File: config.mk
export PLATFORM = sky130hd
export DESIGN_NAME = atmb_cell
export DESIGN_NICKNAME = d
export VERILOG_FILES = /design/src/design/atmb_pkg.sv /design/src/design/atmb_cell.sv
export SDC_FILE = /design/constraint.sdc
export NUM_CORES = 1
export LEC_CHECK = 0
export BUFFER_PORTS_ARGS = -buffer_cell sky130_fd_sc_hd__buf_2
export CAP_MARGIN = 25
export CORE_ASPECT_RATIO = 1.4
export CORE_MARGIN = 5
export CORE_UTILIZATION = 41
export DETAILED_ROUTE_END_ITERATION = 10
export PLACE_DENSITY = 0.78
export SYNTH_ARGS = -nofsm -noshare
export SYNTH_HDL_FRONTEND = slang
export SYNTH_SLANG_ARGS = --single-unit
File: constraint.sdc
create_clock -name clk -period 6.1 [get_ports clk]
set_input_delay 0.61 -clock clk [delete_from_list [all_inputs] [get_ports clk]]
set_output_delay 0.61 -clock clk [all_outputs]
set_load 0.01 [all_outputs]
File: src/design/atmb_pkg.sv
// ----------------------------------------------------------------------------
// atmb_pkg
// Types, constants and helper functions for the affine matrix builder.
// ----------------------------------------------------------------------------
`default_nettype none
package atmb_pkg;

  localparam int FULL_TURN    = 23040;
  localparam int HALF_TURN    = 11520;
  localparam int QUARTER_TURN = 5760;
  localparam int DEG_TO_RAD   = 292818;
  localparam int CORDIC_START = 652032874;
  localparam int ATAN_LEN     = 24;

  typedef struct packed {
    logic signed [15:0] angle_deg;
    logic signed [15:0] scale_x;
    logic signed [15:0] scale_y;
    logic signed [23:0] origin_x;
    logic signed [23:0] origin_y;
    logic signed [23:0] pos_x;
    logic signed [23:0] pos_y;
  } in_item_t;

  typedef struct packed {
    logic signed [31:0] m00;
    logic signed [31:0] m01;
    logic signed [47:0] m02;
    logic signed [31:0] m10;
    logic signed [31:0] m11;
    logic signed [47:0] m12;
  } out_item_t;

  // data handed from cell to cell: rotation state plus the item's other fields
  typedef struct packed {
    logic signed [33:0] x;
    logic signed [33:0] y;
    logic signed [32:0] z;
    logic               flip;
    logic signed [15:0] scale_x;
    logic signed [15:0] scale_y;
    logic signed [23:0] origin_x;
    logic signed [23:0] origin_y;
    logic signed [23:0] pos_x;
    logic signed [23:0] pos_y;
  } cord_t;

  // arctangent of 2^-i, Q2.30
  function automatic logic signed [32:0] atan_q30(input logic [4:0] idx);
    logic signed [32:0] v;
    case (idx)
      5'd0:    v = 33'sd843314857;
      5'd1:    v = 33'sd497837829;
      5'd2:    v = 33'sd263043837;
      5'd3:    v = 33'sd133525159;
      5'd4:    v = 33'sd67021687;
      5'd5:    v = 33'sd33543516;
      5'd6:    v = 33'sd16775851;
      5'd7:    v = 33'sd8388437;
      5'd8:    v = 33'sd4194283;
      5'd9:    v = 33'sd2097149;
      5'd10:   v = 33'sd1048576;
      5'd11:   v = 33'sd524288;
      5'd12:   v = 33'sd262144;
      5'd13:   v = 33'sd131072;
      5'd14:   v = 33'sd65536;
      5'd15:   v = 33'sd32768;
      5'd16:   v = 33'sd16384;
      5'd17:   v = 33'sd8192;
      5'd18:   v = 33'sd4096;
      5'd19:   v = 33'sd2048;
      5'd20:   v = 33'sd1024;
      5'd21:   v = 33'sd512;
      5'd22:   v = 33'sd256;
      5'd23:   v = 33'sd128;
      default: v = 33'sd0;
    endcase
    return v;
  endfunction

  function automatic logic signed [31:0] sat32(input logic signed [63:0] v);
    logic signed [31:0] r;
    if (v > 64'sh7FFF_FFFF)
      r = 32'sh7FFF_FFFF;
    else if (v < -64'sh8000_0000)
      r = -32'sh8000_0000;
    else
      r = v[31:0];
    return r;
  endfunction

  function automatic logic signed [47:0] sat48(input logic signed [63:0] v);
    logic signed [47:0] r;
    if (v > 64'sh7FFF_FFFF_FFFF)
      r = 48'sh7FFF_FFFF_FFFF;
    else if (v < -64'sh8000_0000_0000)
      r = -48'sh8000_0000_0000;
    else
      r = v[47:0];
    return r;
  endfunction

endpackage
`default_nettype wire

File: src/design/atmb_cell.sv
// ----------------------------------------------------------------------------
// atmb_cell
// One CORDIC rotation step with its own stage register.
// ----------------------------------------------------------------------------
`default_nettype none
module atmb_cell #(
  parameter int STEP = 0
) (
  input  logic            clk,
  input  logic            rst_n,
  input  logic            up_valid,
  output logic            up_ready,
  input  atmb_pkg::cord_t up_data,
  output logic            dn_valid,
  input  logic            dn_ready,
  output atmb_pkg::cord_t dn_data
);
  import atmb_pkg::*;

  logic               v_r, adv;
  cord_t              d_r, d_nxt;
  logic signed [33:0] dx, dy;
  logic signed [32:0] at;

  assign adv      = !v_r || dn_ready;
  assign up_ready = adv;
  assign dn_valid = v_r;
  assign dn_data  = d_r;

  // rotate toward zero residual angle
  always_comb begin
    dx    = up_data.y >>> STEP;
    dy    = up_data.x >>> STEP;
    at    = atan_q30(5'(STEP));
    d_nxt = up_data;
    if (!up_data.z[32]) begin
      d_nxt.x = up_data.x - dx;
      d_nxt.y = up_data.y + dy;
      d_nxt.z = up_data.z - at;
    end else begin
      d_nxt.x = up_data.x + dx;
      d_nxt.y = up_data.y - dy;
      d_nxt.z = up_data.z + at;
    end
  end

  always_ff @(posedge clk) begin
    if (!rst_n)
      v_r <= 1'b0;
    else if (adv)
      v_r <= up_valid;
  end

  always_ff @(posedge clk) begin
    if (adv && up_valid) d_r <= d_nxt;
  end

endmodule
`default_nettype wire

Word level (Yosys, flattened, before mapping)
Cells that the tools add are included.

storage, ports and cells
  bits in registers = 231
  input bits = 234
  word-level logic and storage cells = 20
  output and inout bits = 232

operators by class
  reduce and logical (&&, ||, !) cells = 3
  muxes and demuxes = 1
  add/sub/neg operators = 5

operators by type and width
  cell                    count
  $mux 101                1
  $sub 34x34->34          2
  $add 34x34->34          1
  $add 33x31->33 const B  1
  $sub 33x31->33 const B  1
  $logic_and 1x1->1       1
  $logic_not 1->1         1
  $logic_or 1x1->1        1

Depth between registers and ports, before layout
Gate-level depths: netlist of the first run.

  depth in word-level cells = 3
  gate-level depth with buffers = 13
  depth with buffers taken out = 12

Worst setup path before layout of the first run
Ideal clock, no wire load.

  kind = in2reg
  from = input dn_ready
  to = register d_r, in the netlist dn_data[0] (enable)
  setup time = 0.619 ns
  stages on the path = 2
  data required time = 5.481 ns
  arrival = 6.037 ns
  setup slack = -0.556 ns
  cells stage by stage = nand2b_1 and2_1

between the ends
  word-level cells in the longest chain between the ends = 2

RTL lines
  item                    line             text
  start: declaration      atmb_cell.sv:15  input logic dn_ready,
  $logic_or 1x1->1        atmb_cell.sv:25  assign adv = !v_r || dn_ready;
  $logic_and 1x1->1       atmb_cell.sv:55  if (adv && up_valid) d_r <= d_nxt;
  end signal: assignment  atmb_cell.sv:55
  end: declaration        atmb_cell.sv:21  cord_t d_r, d_nxt;

Every way passes these cells.
A chain may end at the register's enable or synchronous reset.

==> results.md, run 1 <==
- H-Tree Depth: 1
- Final Power: 4.65 mW
- Core Area: approximately 35000 um^2
- Setup crit end kind: flip-flop
- Overall Global Routing Usage: 0.241
- Main synth FF type: edfxtp_1
- Die H: 232 um
- Unrepaired setup endpoints after global routing: false
- Synth warnings: 0
- Syn_nets: 1742
- CP Launch Type: input pin
- Vias per inst: 5.51
- First-pass GRT wire length: 72.8 mm
- Clock-pin slew on the worst setup and hold paths: 0.06 ns
- Yosys reg bits: 230
- Ratio of cells with drive above 1 in the final layout: 0.297
- Vias in the first global route: 12500
- Fin nets: 2185
- Routed WL: 50.4 mm
- LEAKAGE: between 7 and 8 nW
- Starting DRC count in detailed routing: 845
- Antenna violations before repair: 10
- Die Footprint: 39000 um^2
- Clock buffer count from CTS: 24
- Sequential share of the synthesized area: 0.479
- Via count: 12600
- Final HPWL DP: 40.6 mm
- Final instance area: 17900 um^2
- Area growth, synth to finish: 24.6%
- Final setup viols: 0
- Clock Path Buffers: 3
- Cts hold-fix bufs: 0
- Root Driver: clkbuf_16
- Total grt overflow: 0
- Post-Route Skew: 0.0200 ns
- Wire length per cell: roughly 22 um
- CTS Sinks: 230
- R2R Setup Slk: 3.83 ns
- CTS tree: done
- PortBufs: 465
- Cells after DPL: 2246
- Routability cong.: 0.980
- Commonest non-fill, non-tap cell in the layout: buf_2
- Critical path arrival: ~4 ns
- Post-CTS Setup Bufs: 0
- Clock latency on the worst-skew pair: 0.53 ns
- Horiz. Die Dim: around 170 um
- Crit share post-route: 0.598
- Worst Path Required: 6.50 ns
- Max_cap viols: 0
- DRC: 0
- Count of final hold-check violations: 0
- Max Fclk: roughly 270 MHz
- Post-cts resize count: 0
- Max VDD drop: 0.208 mV
- I/O pin count: 466
- Number of synthesized flops with an enable pin: 229
- Largest net degree at the start of global routing: 150
- Async S/R FF share, synth: 0
- Fin util: 0.514
- Power Density: 260 nW/um^2
- Final ANT Viol Nets: 0
- DP Area: 17100 um^2
- Final non-filler cell total: 2294
- Slew Limit Fails: 0
- Slew HR: 0.436
- Rows: 81
- Fin Setup TNS: 0 ns
- Hold_ws: 0.253 ns
- Final min period: about 3.6 ns
- Mapped Cells: between 1000 and 1500
- Initial Util: 0.413
- Worst min-delay path class: in2reg
- Final worst slack: ~2.5 ns
- Post-Syn Area: 14400 um^2
- Dpl ws: 2.00 ns
- Most frequent cells in the layout: 464 x buf_2, 229 x edfxtp_1, 145 x a21oi_1, 137 x nor2_1, 130 x ha_1
- Mean Syn Cell Area: 10.5 um^2
- CP max FO: 46
- Number of iterations in the first detailed-routing pass: 5
- Crit path kind: in2reg
- Actual slew at the worst max-slew pin: 0.837 ns
- Status: finished clean
- Synth cell types: 85
## report_power, final
group          leakage (nW)  internal [mW]  switching, mW
clock                 0.371          0.835          0.618
sequential             2.22           1.94         0.0421
combinational          5.34          0.464          0.755
total                  7.94           3.24           1.42
## flip-flops by register name, summed over array words and instances (netlist names)
register  cells
dn_data     229
dn_valid      1
## final cells by class
cell class	instances	area, um^2
fill	3169	16900
inverter	119	447
clock inverter	13	136
sequential	230	6900
antenna	6	15.0
clock buffer	28	637
multi-input combinational	970	6810
tap	456	571
timing repair buffer	472	2410
## worst max-delay path, stage by stage
cell and delay [ns]:
buf_4 0.44, inv_2 0.26, ha_1 0.39, o21ai_0 0.25, nor2_1 0.12, a31oi_1 0.37
a2111oi_0 0.18, or2_1 0.30, nor4_2 0.23, o21bai_1 0.22, or4b_1 0.55, nand3_1 0.09
## per-layer routing
metal	part of all wire	global-route usage
met2	0.53	0.461
met3	0.076	0.0409
met1	0.34	0.256
met5	0.00050	0
met4	0.053	0.110
## cells in the mapped netlist, types with 6 or more instances
cell / n / share of area
a211oi_1: 11 / 0.0057
a21o_1: 35 / 0.018
a21oi_1: 145 / 0.050
a31oi_1: 8 / 0.0035
buf_1: 11 / 0.0029
buf_2: 12 / 0.0042
clkbuf_1: 29 / 0.0076
edfxtp_1: 229 / 0.48
ha_1: 130 / 0.11
inv_1: 115 / 0.030
mux2i_1: 9 / 0.0063
nand2_1: 66 / 0.017
nand2b_1: 17 / 0.0074
nand3_1: 22 / 0.0077
nand4_1: 11 / 0.0048
nor2_1: 137 / 0.036
nor2b_1: 14 / 0.0061
nor3_1: 20 / 0.0070
nor4_1: 8 / 0.0035
o211ai_1: 10 / 0.0052
o21a_1: 9 / 0.0047
o21ai_0: 73 / 0.025
o21bai_1: 18 / 0.0094
o221ai_1: 6 / 0.0037
o31ai_1: 15 / 0.0078
o41ai_1: 6 / 0.0037
or2_2: 8 / 0.0035
or3_1: 6 / 0.0026
xnor2_1: 76 / 0.046
xor2_1: 13 / 0.0079
## worst paths after layout
kind                start           end  cells past startpoint
max          up_data[161]  dn_data[158]                     12
min           up_data[43]   dn_data[43]                      1
max reg2reg      dn_valid  dn_data[200]                      4
min reg2reg      dn_valid      dn_valid                      2
## cells by family (layout without fill, tap and decap cells)
logic type	count (synthesis)	count (layout)	share of synthesized area
buf+inv	174	632	0.0475
simple gates	333	333	0.109
xor+xnor	89	89	0.0542
other cells	0	6	0
mux	11	11	0.00783
fa+ha+maj	134	134	0.119
flops	230	230	0.479
compound gates	403	403	0.184
No activity file was read; power rests on OpenSTA's default activity.
==> run 2: changes to the inputs <==
- ABC_AREA: default -> 1
- PLACE_DENSITY: 0.78 -> 0.75
- clock period: 6.1 -> 3.61 ns (I/O delays scaled with it)
==> run 2 against run 1 <==
Critical path depth increased by 2. Largest power group unchanged. Synthesized cell count is 48% higher. Total power rose by 76%. Cell count grew 36%. Synthesized area up 12%. Combinational power rose by 100%. Register-to-register slack got worse by 2.1 ns. First-iteration DRC count grew 61%. Global-route usage is 8.8 points higher. Clock power rose by 62%. Non-clock buffer count up 89. Clock skew up 0.0014 ns.
==> results.md, run 2 <==
- Synth area leaders: edfxtp_1 43%, nand2_1 13%, ha_1 10%, inv_1 6.4%, nand3_1 5.5%
- Syn_nets: 2398 (+38%)
- Synth warnings: 0 (unchanged)
- DP Area: 19000 um^2 (+11%)
- Vias in the first global route: 16600 (+33%)
- Status: finished clean
- Hold_ws: 0.0164 ns (-0.236 ns)
- Starting DRC count in detailed routing: 1357 (+61%)
- Final setup viols: 0 (unchanged)
- Slew Limit Fails: 0 (unchanged)
- Max reg flops: 229 (unchanged)
- CP Launch Type: input pin
- Total grt overflow: 0 (unchanged)
- Critical path arrival: 2.86 ns (-1.18 ns)
- Slew HR: 0.505 (+0.0693)
- H-Tree Depth: 1 (unchanged)
- LEAKAGE: 10.0 nW (+26%)
- Die H: 244 um (+5.4%)
- Metal3 WL: 6.33 mm (+65%)
- Area growth, synth to finish: 27.7%
- Initial Util: 0.416 (+0.00323)
- Clock-pin slew on the worst setup and hold paths: 0.07 ns (about the same)
- Highest Signal Layer: met5
- Final min period: 2.56 ns
- Synth top cells by count: 562 x nand2_1, 275 x inv_1, 229 x edfxtp_1, 180 x nor2_1, 178 x nand3_1
- Launch point of the worst path: up_data[161]
- Fin nets: 2939 (+35%)
- Main synth FF type: edfxtp_1
- Overall Global Routing Usage: 0.330 (+0.0885)
- Wire length per cell: 24.0 um (+9.1%)
- Via count: 16700 (+32%)
- Async S/R FF share, synth: 0 (unchanged)
- R2R Setup Slk: 1.73 ns (-2.10 ns)
- Clock buffer count from CTS: 22 (-8.3%)
- Max Fclk: 391 MHz
- Ratio of cells with drive above 1 in the final layout: 0.208 (-0.0890)
- Reg2reg start: dn_valid
- Cells after DPL: 2994 (+33%)
- Met2 routed WL: 38.0 mm (+43%)
- Most frequent cell after synthesis: nand2_1
- First-pass GRT wire length: 105 mm (+44%)
- Crit path cell chain: buf_2 -> inv_2 -> buf_4 -> ha_1 -> nand3_1 -> nand2_1 -> nand2_1 -> nand2_1 -> a21oi_1 -> o21ai_0 -> nand2_1 -> nand2_1 -> nand2_1 -> nand2_1
- Critical path's largest stage delay: 0.47 ns (-0.08 ns)
- Rows: 85 (+4.9%)
- Critical path endpoint: dn_data[150]
- Commonest non-fill, non-tap cell in the layout: nand2_1
- Power Density: 398 nW/um^2 (+54%)
- Synth cell types: 41 (-52%)
- Number of iterations in the first detailed-routing pass: 8 (+3)
- Mapped Cells: 2030 (+48%)
- Post-cts resize count: 0 (unchanged)
- CP max FO: 39 (-15%)
- Final non-filler cell total: 3126 (+36%)
- Post-CTS Setup Bufs: 0 (unchanged)
- Routability cong.: 1.11 (+13%)
- Largest net degree at the start of global routing: 80 (-47%)
- DRC: 0 (unchanged)
- Unrepaired setup endpoints after global routing: false
- Number of synthesized flops with an enable pin: 229 (unchanged)
- Sequential share of the synthesized area: 0.429 (-0.0498)
- CTS tree: done
- Metal1 wirelength: 25.1 mm (+45%)
- Crit share post-route: 0.709
- Final HPWL DP: 62.6 mm (+54%)
- Crit path kind: in2reg
- Die Footprint: 43300 um^2 (+11%)
- Clock latency on the worst-skew pair: 0.54 ns (about the same)
- Mean Syn Cell Area: 7.91 um^2 (-24%)
- PortBufs: 465 (unchanged)
- Max_cap viols: 0 (unchanged)
- Clock Path Buffers: 3 (unchanged)
- Worst min-delay path class: in2reg
- Critical path's slowest cell: buf_4
- I/O pin count: 466 (unchanged)
- Vias per inst: 5.35 (-2.8%)
- Final ANT Viol Nets: 0 (unchanged)
- Final instance area: 20500 um^2 (+14%)
- Max VDD drop: 0.260 mV (+25%)
- Core Area: 38600 um^2 (+11%)
- Reg2Reg Capture Point: dn_data[209]
- Worst Path Required: 3.91 ns (-2.59 ns)
- CTS Sinks: 230 (unchanged)
- Post-Syn Area: 16100 um^2 (+12%)
- Root Driver: clkbuf_16
- Most used cell along the critical path: nand2_1
- CP bufs+invs: 3 (+1)
- Top delay family on crit path: buffers and inverters
- Post-synth top area share: 0.428 (-0.0497)
- Setup crit end kind: flip-flop
- Horiz. Die Dim: 177 um (+5.3%)
- CP Depth: 14 (+2)
- Antenna violations before repair: 23 (+13)
- Yosys reg bits: 230 (unchanged)
- Worst reg-to-reg path cell count: 2 (-2)
- Most frequent cells in the layout: 562 x nand2_1, 465 x buf_2, 275 x inv_1, 229 x edfxtp_1, 180 x nor2_1
- Actual slew at the worst max-slew pin: 0.741 ns (-0.0964 ns)
- Count of final hold-check violations: 0 (unchanged)
- Post-Route Skew: 0.0214 ns (+0.00140 ns)
- Area leader, netlist: edfxtp_1
- Routed WL: 74.9 mm (+49%)
==> run 2: per-layer routing <==
metal | up-vias | global-route usage
met1 | 7751 | 0.339
li1 | 7822 | -
met4 | 14 | 0.205
met3 | 221 | 0.0700
met2 | 923 | 0.603
met5 | - | 0
==> run 2: worst min path at each step <==
stage / startpoint / end / slack (ns) / cells past startpoint
after floorplan: up_data[0] / dn_data[0] / 0.46 / 0
after global routing: up_data[108] / dn_data[108] / 0.004 / 1
after global placement: dn_valid / dn_valid / 0.51 / 2
final: up_data[118] / dn_data[118] / 0.02 / 1
after detailed placement: dn_valid / dn_valid / 0.52 / 2
after CTS: up_data[46] / dn_data[46] / 0.0001 / 1
==> run 2: cells by family after synthesis <==
kind of cell / Yosys count / share of synthesized area
simple gates: 979 / 0.251
buf+inv: 323 / 0.0799
compound gates: 319 / 0.108
flops: 230 / 0.429
fa+ha+maj: 134 / 0.106
xor+xnor: 45 / 0.0245
==> run 2: area by class of cell <==
class                           count  area, um^2
Tap cell                          522         653
Antenna cell                       17        42.5
Clock inverter                     11         104
Clock buffer                       29         608
Multi-Input combinational cell   1477        7890
Sequential cell                   230        6900
Timing Repair Buffer              561        3260
Fill cell                        3747       18100
Inverter                          279        1050
==> run 2: repair_timing <==
action / in CTS / in global routing
endpoints found under the hold margin: 75 / 0
setup endpoints to repair: 0 / 0
hold buffers: 75 / 0
==> run 2: stage by stage <==
stage	setup TNS, ns	power (mW)	worst slack, ns	utilization
after global routing	0	8.55	0.851	0.531
after CTS	0	8.17	1.10	0.530
after detailed placement	0	5.76	0.528	0.492
after global placement	0	5.74	0.551	0.492
final	0	8.17	1.05	0.531
after floorplan	-234.45	4.72	-1.02	-
==> run 2: power by group <==
group	total, mW	leakage [nW]	switching [mW]	internal [mW]
Clock	2.35	0.341	1.07	1.28
Sequential	3.33	2.23	0.0872	3.24
Combinational	2.49	7.45	1.68	0.811
Total	8.17	10.0	2.84	5.33
==> run 3: changes to the inputs <==
- clock period: 3.61 -> 2.6 ns (I/O delays scaled with it)
==> run 3 against run 2 <==
Worst hold slack improved by 0.011 ns. Clock power up 40%. Cell area grew 9.8%. Clock skew decreased by 0.0018 ns. Wire length up 0.73%. Global-route usage rose by 0.28 points. Combinational power up 57%. Non-clock buffer count grew 243. Total power is 45% higher. Sequential share of layout area down 3.0 points. Critical path type unchanged.
==> results.md, run 3 (synthesis gave the netlist of run 2 again) <==
- Root Driver: clkbuf_16
- Vias per inst: 5.19 (-3.0%)
- Final min period: 2.24 ns
- Post-cts resize count: 0 (unchanged)
- Setup crit end kind: flip-flop
- Critical path's slowest cell: o21ai_0
- Count of final hold-check violations: 0 (unchanged)
- Post-CTS Setup Bufs: 0 (unchanged)
- Comb power frac: 0.330 (+0.026)
- Dpl ws: -0.129 ns (-0.656 ns)
- Max Fclk: 445 MHz
- Most frequent cells in the layout: 562 x nand2_1, 465 x buf_2, 274 x inv_1, 229 x edfxtp_1, 214 x buf_4
- Overall Global Routing Usage: 0.333 (+0.00277)
- Cts hold-fix bufs: 118 (+57%)
- Max VDD drop: 0.304 mV (+17%)
- Crit share post-route: 0.863
- Antenna violations before repair: 22 (-4.3%)
- Worst min-delay path class: in2reg
- Worst reg-to-reg path cell count: 3 (+1)
- Ratio of cells with drive above 1 in the final layout: 0.261 (+0.0533)
- DP Area: 20600 um^2 (+8.3%)
- Total grt overflow: 0 (unchanged)
- Clock-pin slew on the worst setup and hold paths: 0.07 ns (about the same)
- Final worst slack: 0.355 ns (-0.695 ns)
- Clock buffer count from CTS: 23 (+4.5%)
- CTS tree: done
- Slew HR: 0.482 (-0.0233)
- PortBufs: 465 (unchanged)
- LEAKAGE: 11.2 nW (+12%)
- Actual slew at the worst max-slew pin: 0.777 ns (+0.0366 ns)
- Die Footprint: 43300 um^2 (unchanged)
- Cell-internal power: 7.85 mW (+47%)
- Core Area: 38600 um^2 (unchanged)
- Routed WL: 75.4 mm (+0.73%)
- Crit path cell chain: buf_2 -> inv_1 -> ha_1 -> fa_1 -> o21ai_0 -> nand2_1 -> nand2_1 -> nand2_1 -> nand2_1 -> nand2_1 -> nand2_1 -> nand2_1 -> nand3_1 -> nand2_1
- Critical path's largest stage delay: 0.43 ns (-0.04 ns)
- Fin nets: 3183 (+8.3%)
- Most used cell along the critical path: nand2_1
- Status: finished clean
- Via count: 17500 (+4.5%)
- CP Launch Type: input pin
- Max_cap viols: 0 (unchanged)
- Psw: 3.97 mW (+40%)
- Cells after DPL: 3194 (+6.7%)
- Final non-filler cell total: 3368 (+7.7%)
- Slew Limit Fails: 0 (unchanged)
- First-pass GRT wire length: 107 mm (+1.8%)
- Commonest non-fill, non-tap cell in the layout: nand2_1
- Area growth, synth to finish: 40.2%
- Crit path kind: in2reg
- Power Density: 525 nW/um^2 (+32%)
- H-Tree Depth: 1 (unchanged)
- Worst Path Required: 2.88 ns (-1.03 ns)
- Sequential power share: 0.391 (-0.017)
- Clock latency on the worst-skew pair: 0.53 ns (about the same)
- Final instance area: 22500 um^2 (+9.8%)
- Final setup viols: 0 (unchanged)
- Post-Route Skew: 0.0196 ns (-0.00182 ns)
- Rows: 85 (unchanged)
- Horiz. Die Dim: 177 um (unchanged)
- Final ANT Viol Nets: 0 (unchanged)
- CP max FO: 3 (-92%)
- Wire length per cell: 22.4 um (-6.5%)
- Clock Path Buffers: 3 (unchanged)
- Starting DRC count in detailed routing: 1376 (+1.4%)
- Largest net degree at the start of global routing: 82 (+2.5%)
- DRC: 0 (unchanged)
- Die H: 244 um (unchanged)
- Final HPWL DP: 63.3 mm (+1.2%)
- Clk pwr share: 0.279 (-0.009)
- Max reg flops: 229 (unchanged)
- Routability cong.: 1.05 (-4.6%)
- CTS Sinks: 230 (unchanged)
- I/O pin count: 466 (unchanged)
- Number of iterations in the first detailed-routing pass: 8 (unchanged)
- Unrepaired setup endpoints after global routing: false
- Critical path arrival: 2.52 ns (-0.34 ns)
- Switch share: 0.336 (-0.0111)
- Vias in the first global route: 17500 (+5.1%)
- Initial Util: 0.416 (unchanged)
- Hold Path Depth: 1 (unchanged)
-- run 3: per-layer routing --
metal  wire (um)  track usage  vias up
met5          19            0        -
met4        5920        0.219        4
met3        5810       0.0448      216
met2       38700        0.620      875
met1       24900        0.343     8064
li1            -            -     8319
-- run 3: path summary, 6_finish.rpt --
kind	from	slack [ns]	end
worst min register to register	dn_valid	0.59	dn_valid
worst max register to register	dn_valid	0.98	dn_data[74]
worst max-delay path	up_data[196]	0.36	dn_data[220]
worst min-delay path	up_data[35]	0.03	dn_data[35]
-- run 3: worst max-delay path: cells and delay by family --
family,cells,cell delay [ns]
AND/OR/NAND/NOR,9,1.01
buffers and inverters,2,0.16
adder cells (fa/ha/maj),2,0.66
AO/OA/AOI/OAI,1,0.43
-- run 3: through the flow --
| stage | util | setup TNS [ns] | total power, mW | hold WS [ns] |
|---|---|---|---|---|
| 3_5_place_dp | 0.533 | -0.907 | 8.38 | 0.438 |
| 6_report | 0.583 | 0 | 11.8 | 0.0274 |
| 5_1_grt | 0.583 | 0 | 12.4 | 0.000940 |
| 4_1_cts | 0.582 | 0 | 11.8 | 0.00375 |
| 3_3_place_gp | 0.533 | -0.926 | 8.34 | 0.436 |
| 2_1_floorplan | - | -456.66 | 6.56 | 0.359 |
-- run 3: power groups by stage --
stage / sequential (mW) / combinational, mW / clock [mW]
finish: 4.62 / 3.90 / 3.30
global route: 4.64 / 4.20 / 3.51
CTS: 4.61 / 3.86 / 3.32
detailed placement: 4.69 / 3.69 / 0
global placement: 4.68 / 3.65 / 0
floorplan: 4.86 / 1.70 / 0
-- run 3: final cells by class --
cell class	instances	area (um^2)
Clock inverter	14	139
Fill cell	3565	16100
Clock buffer	25	583
Sequential cell	230	6900
Multi-Input combinational cell	1477	7890
Timing Repair Buffer	804	5260
Tap cell	522	653
Antenna cell	17	42.5
Inverter	279	1050
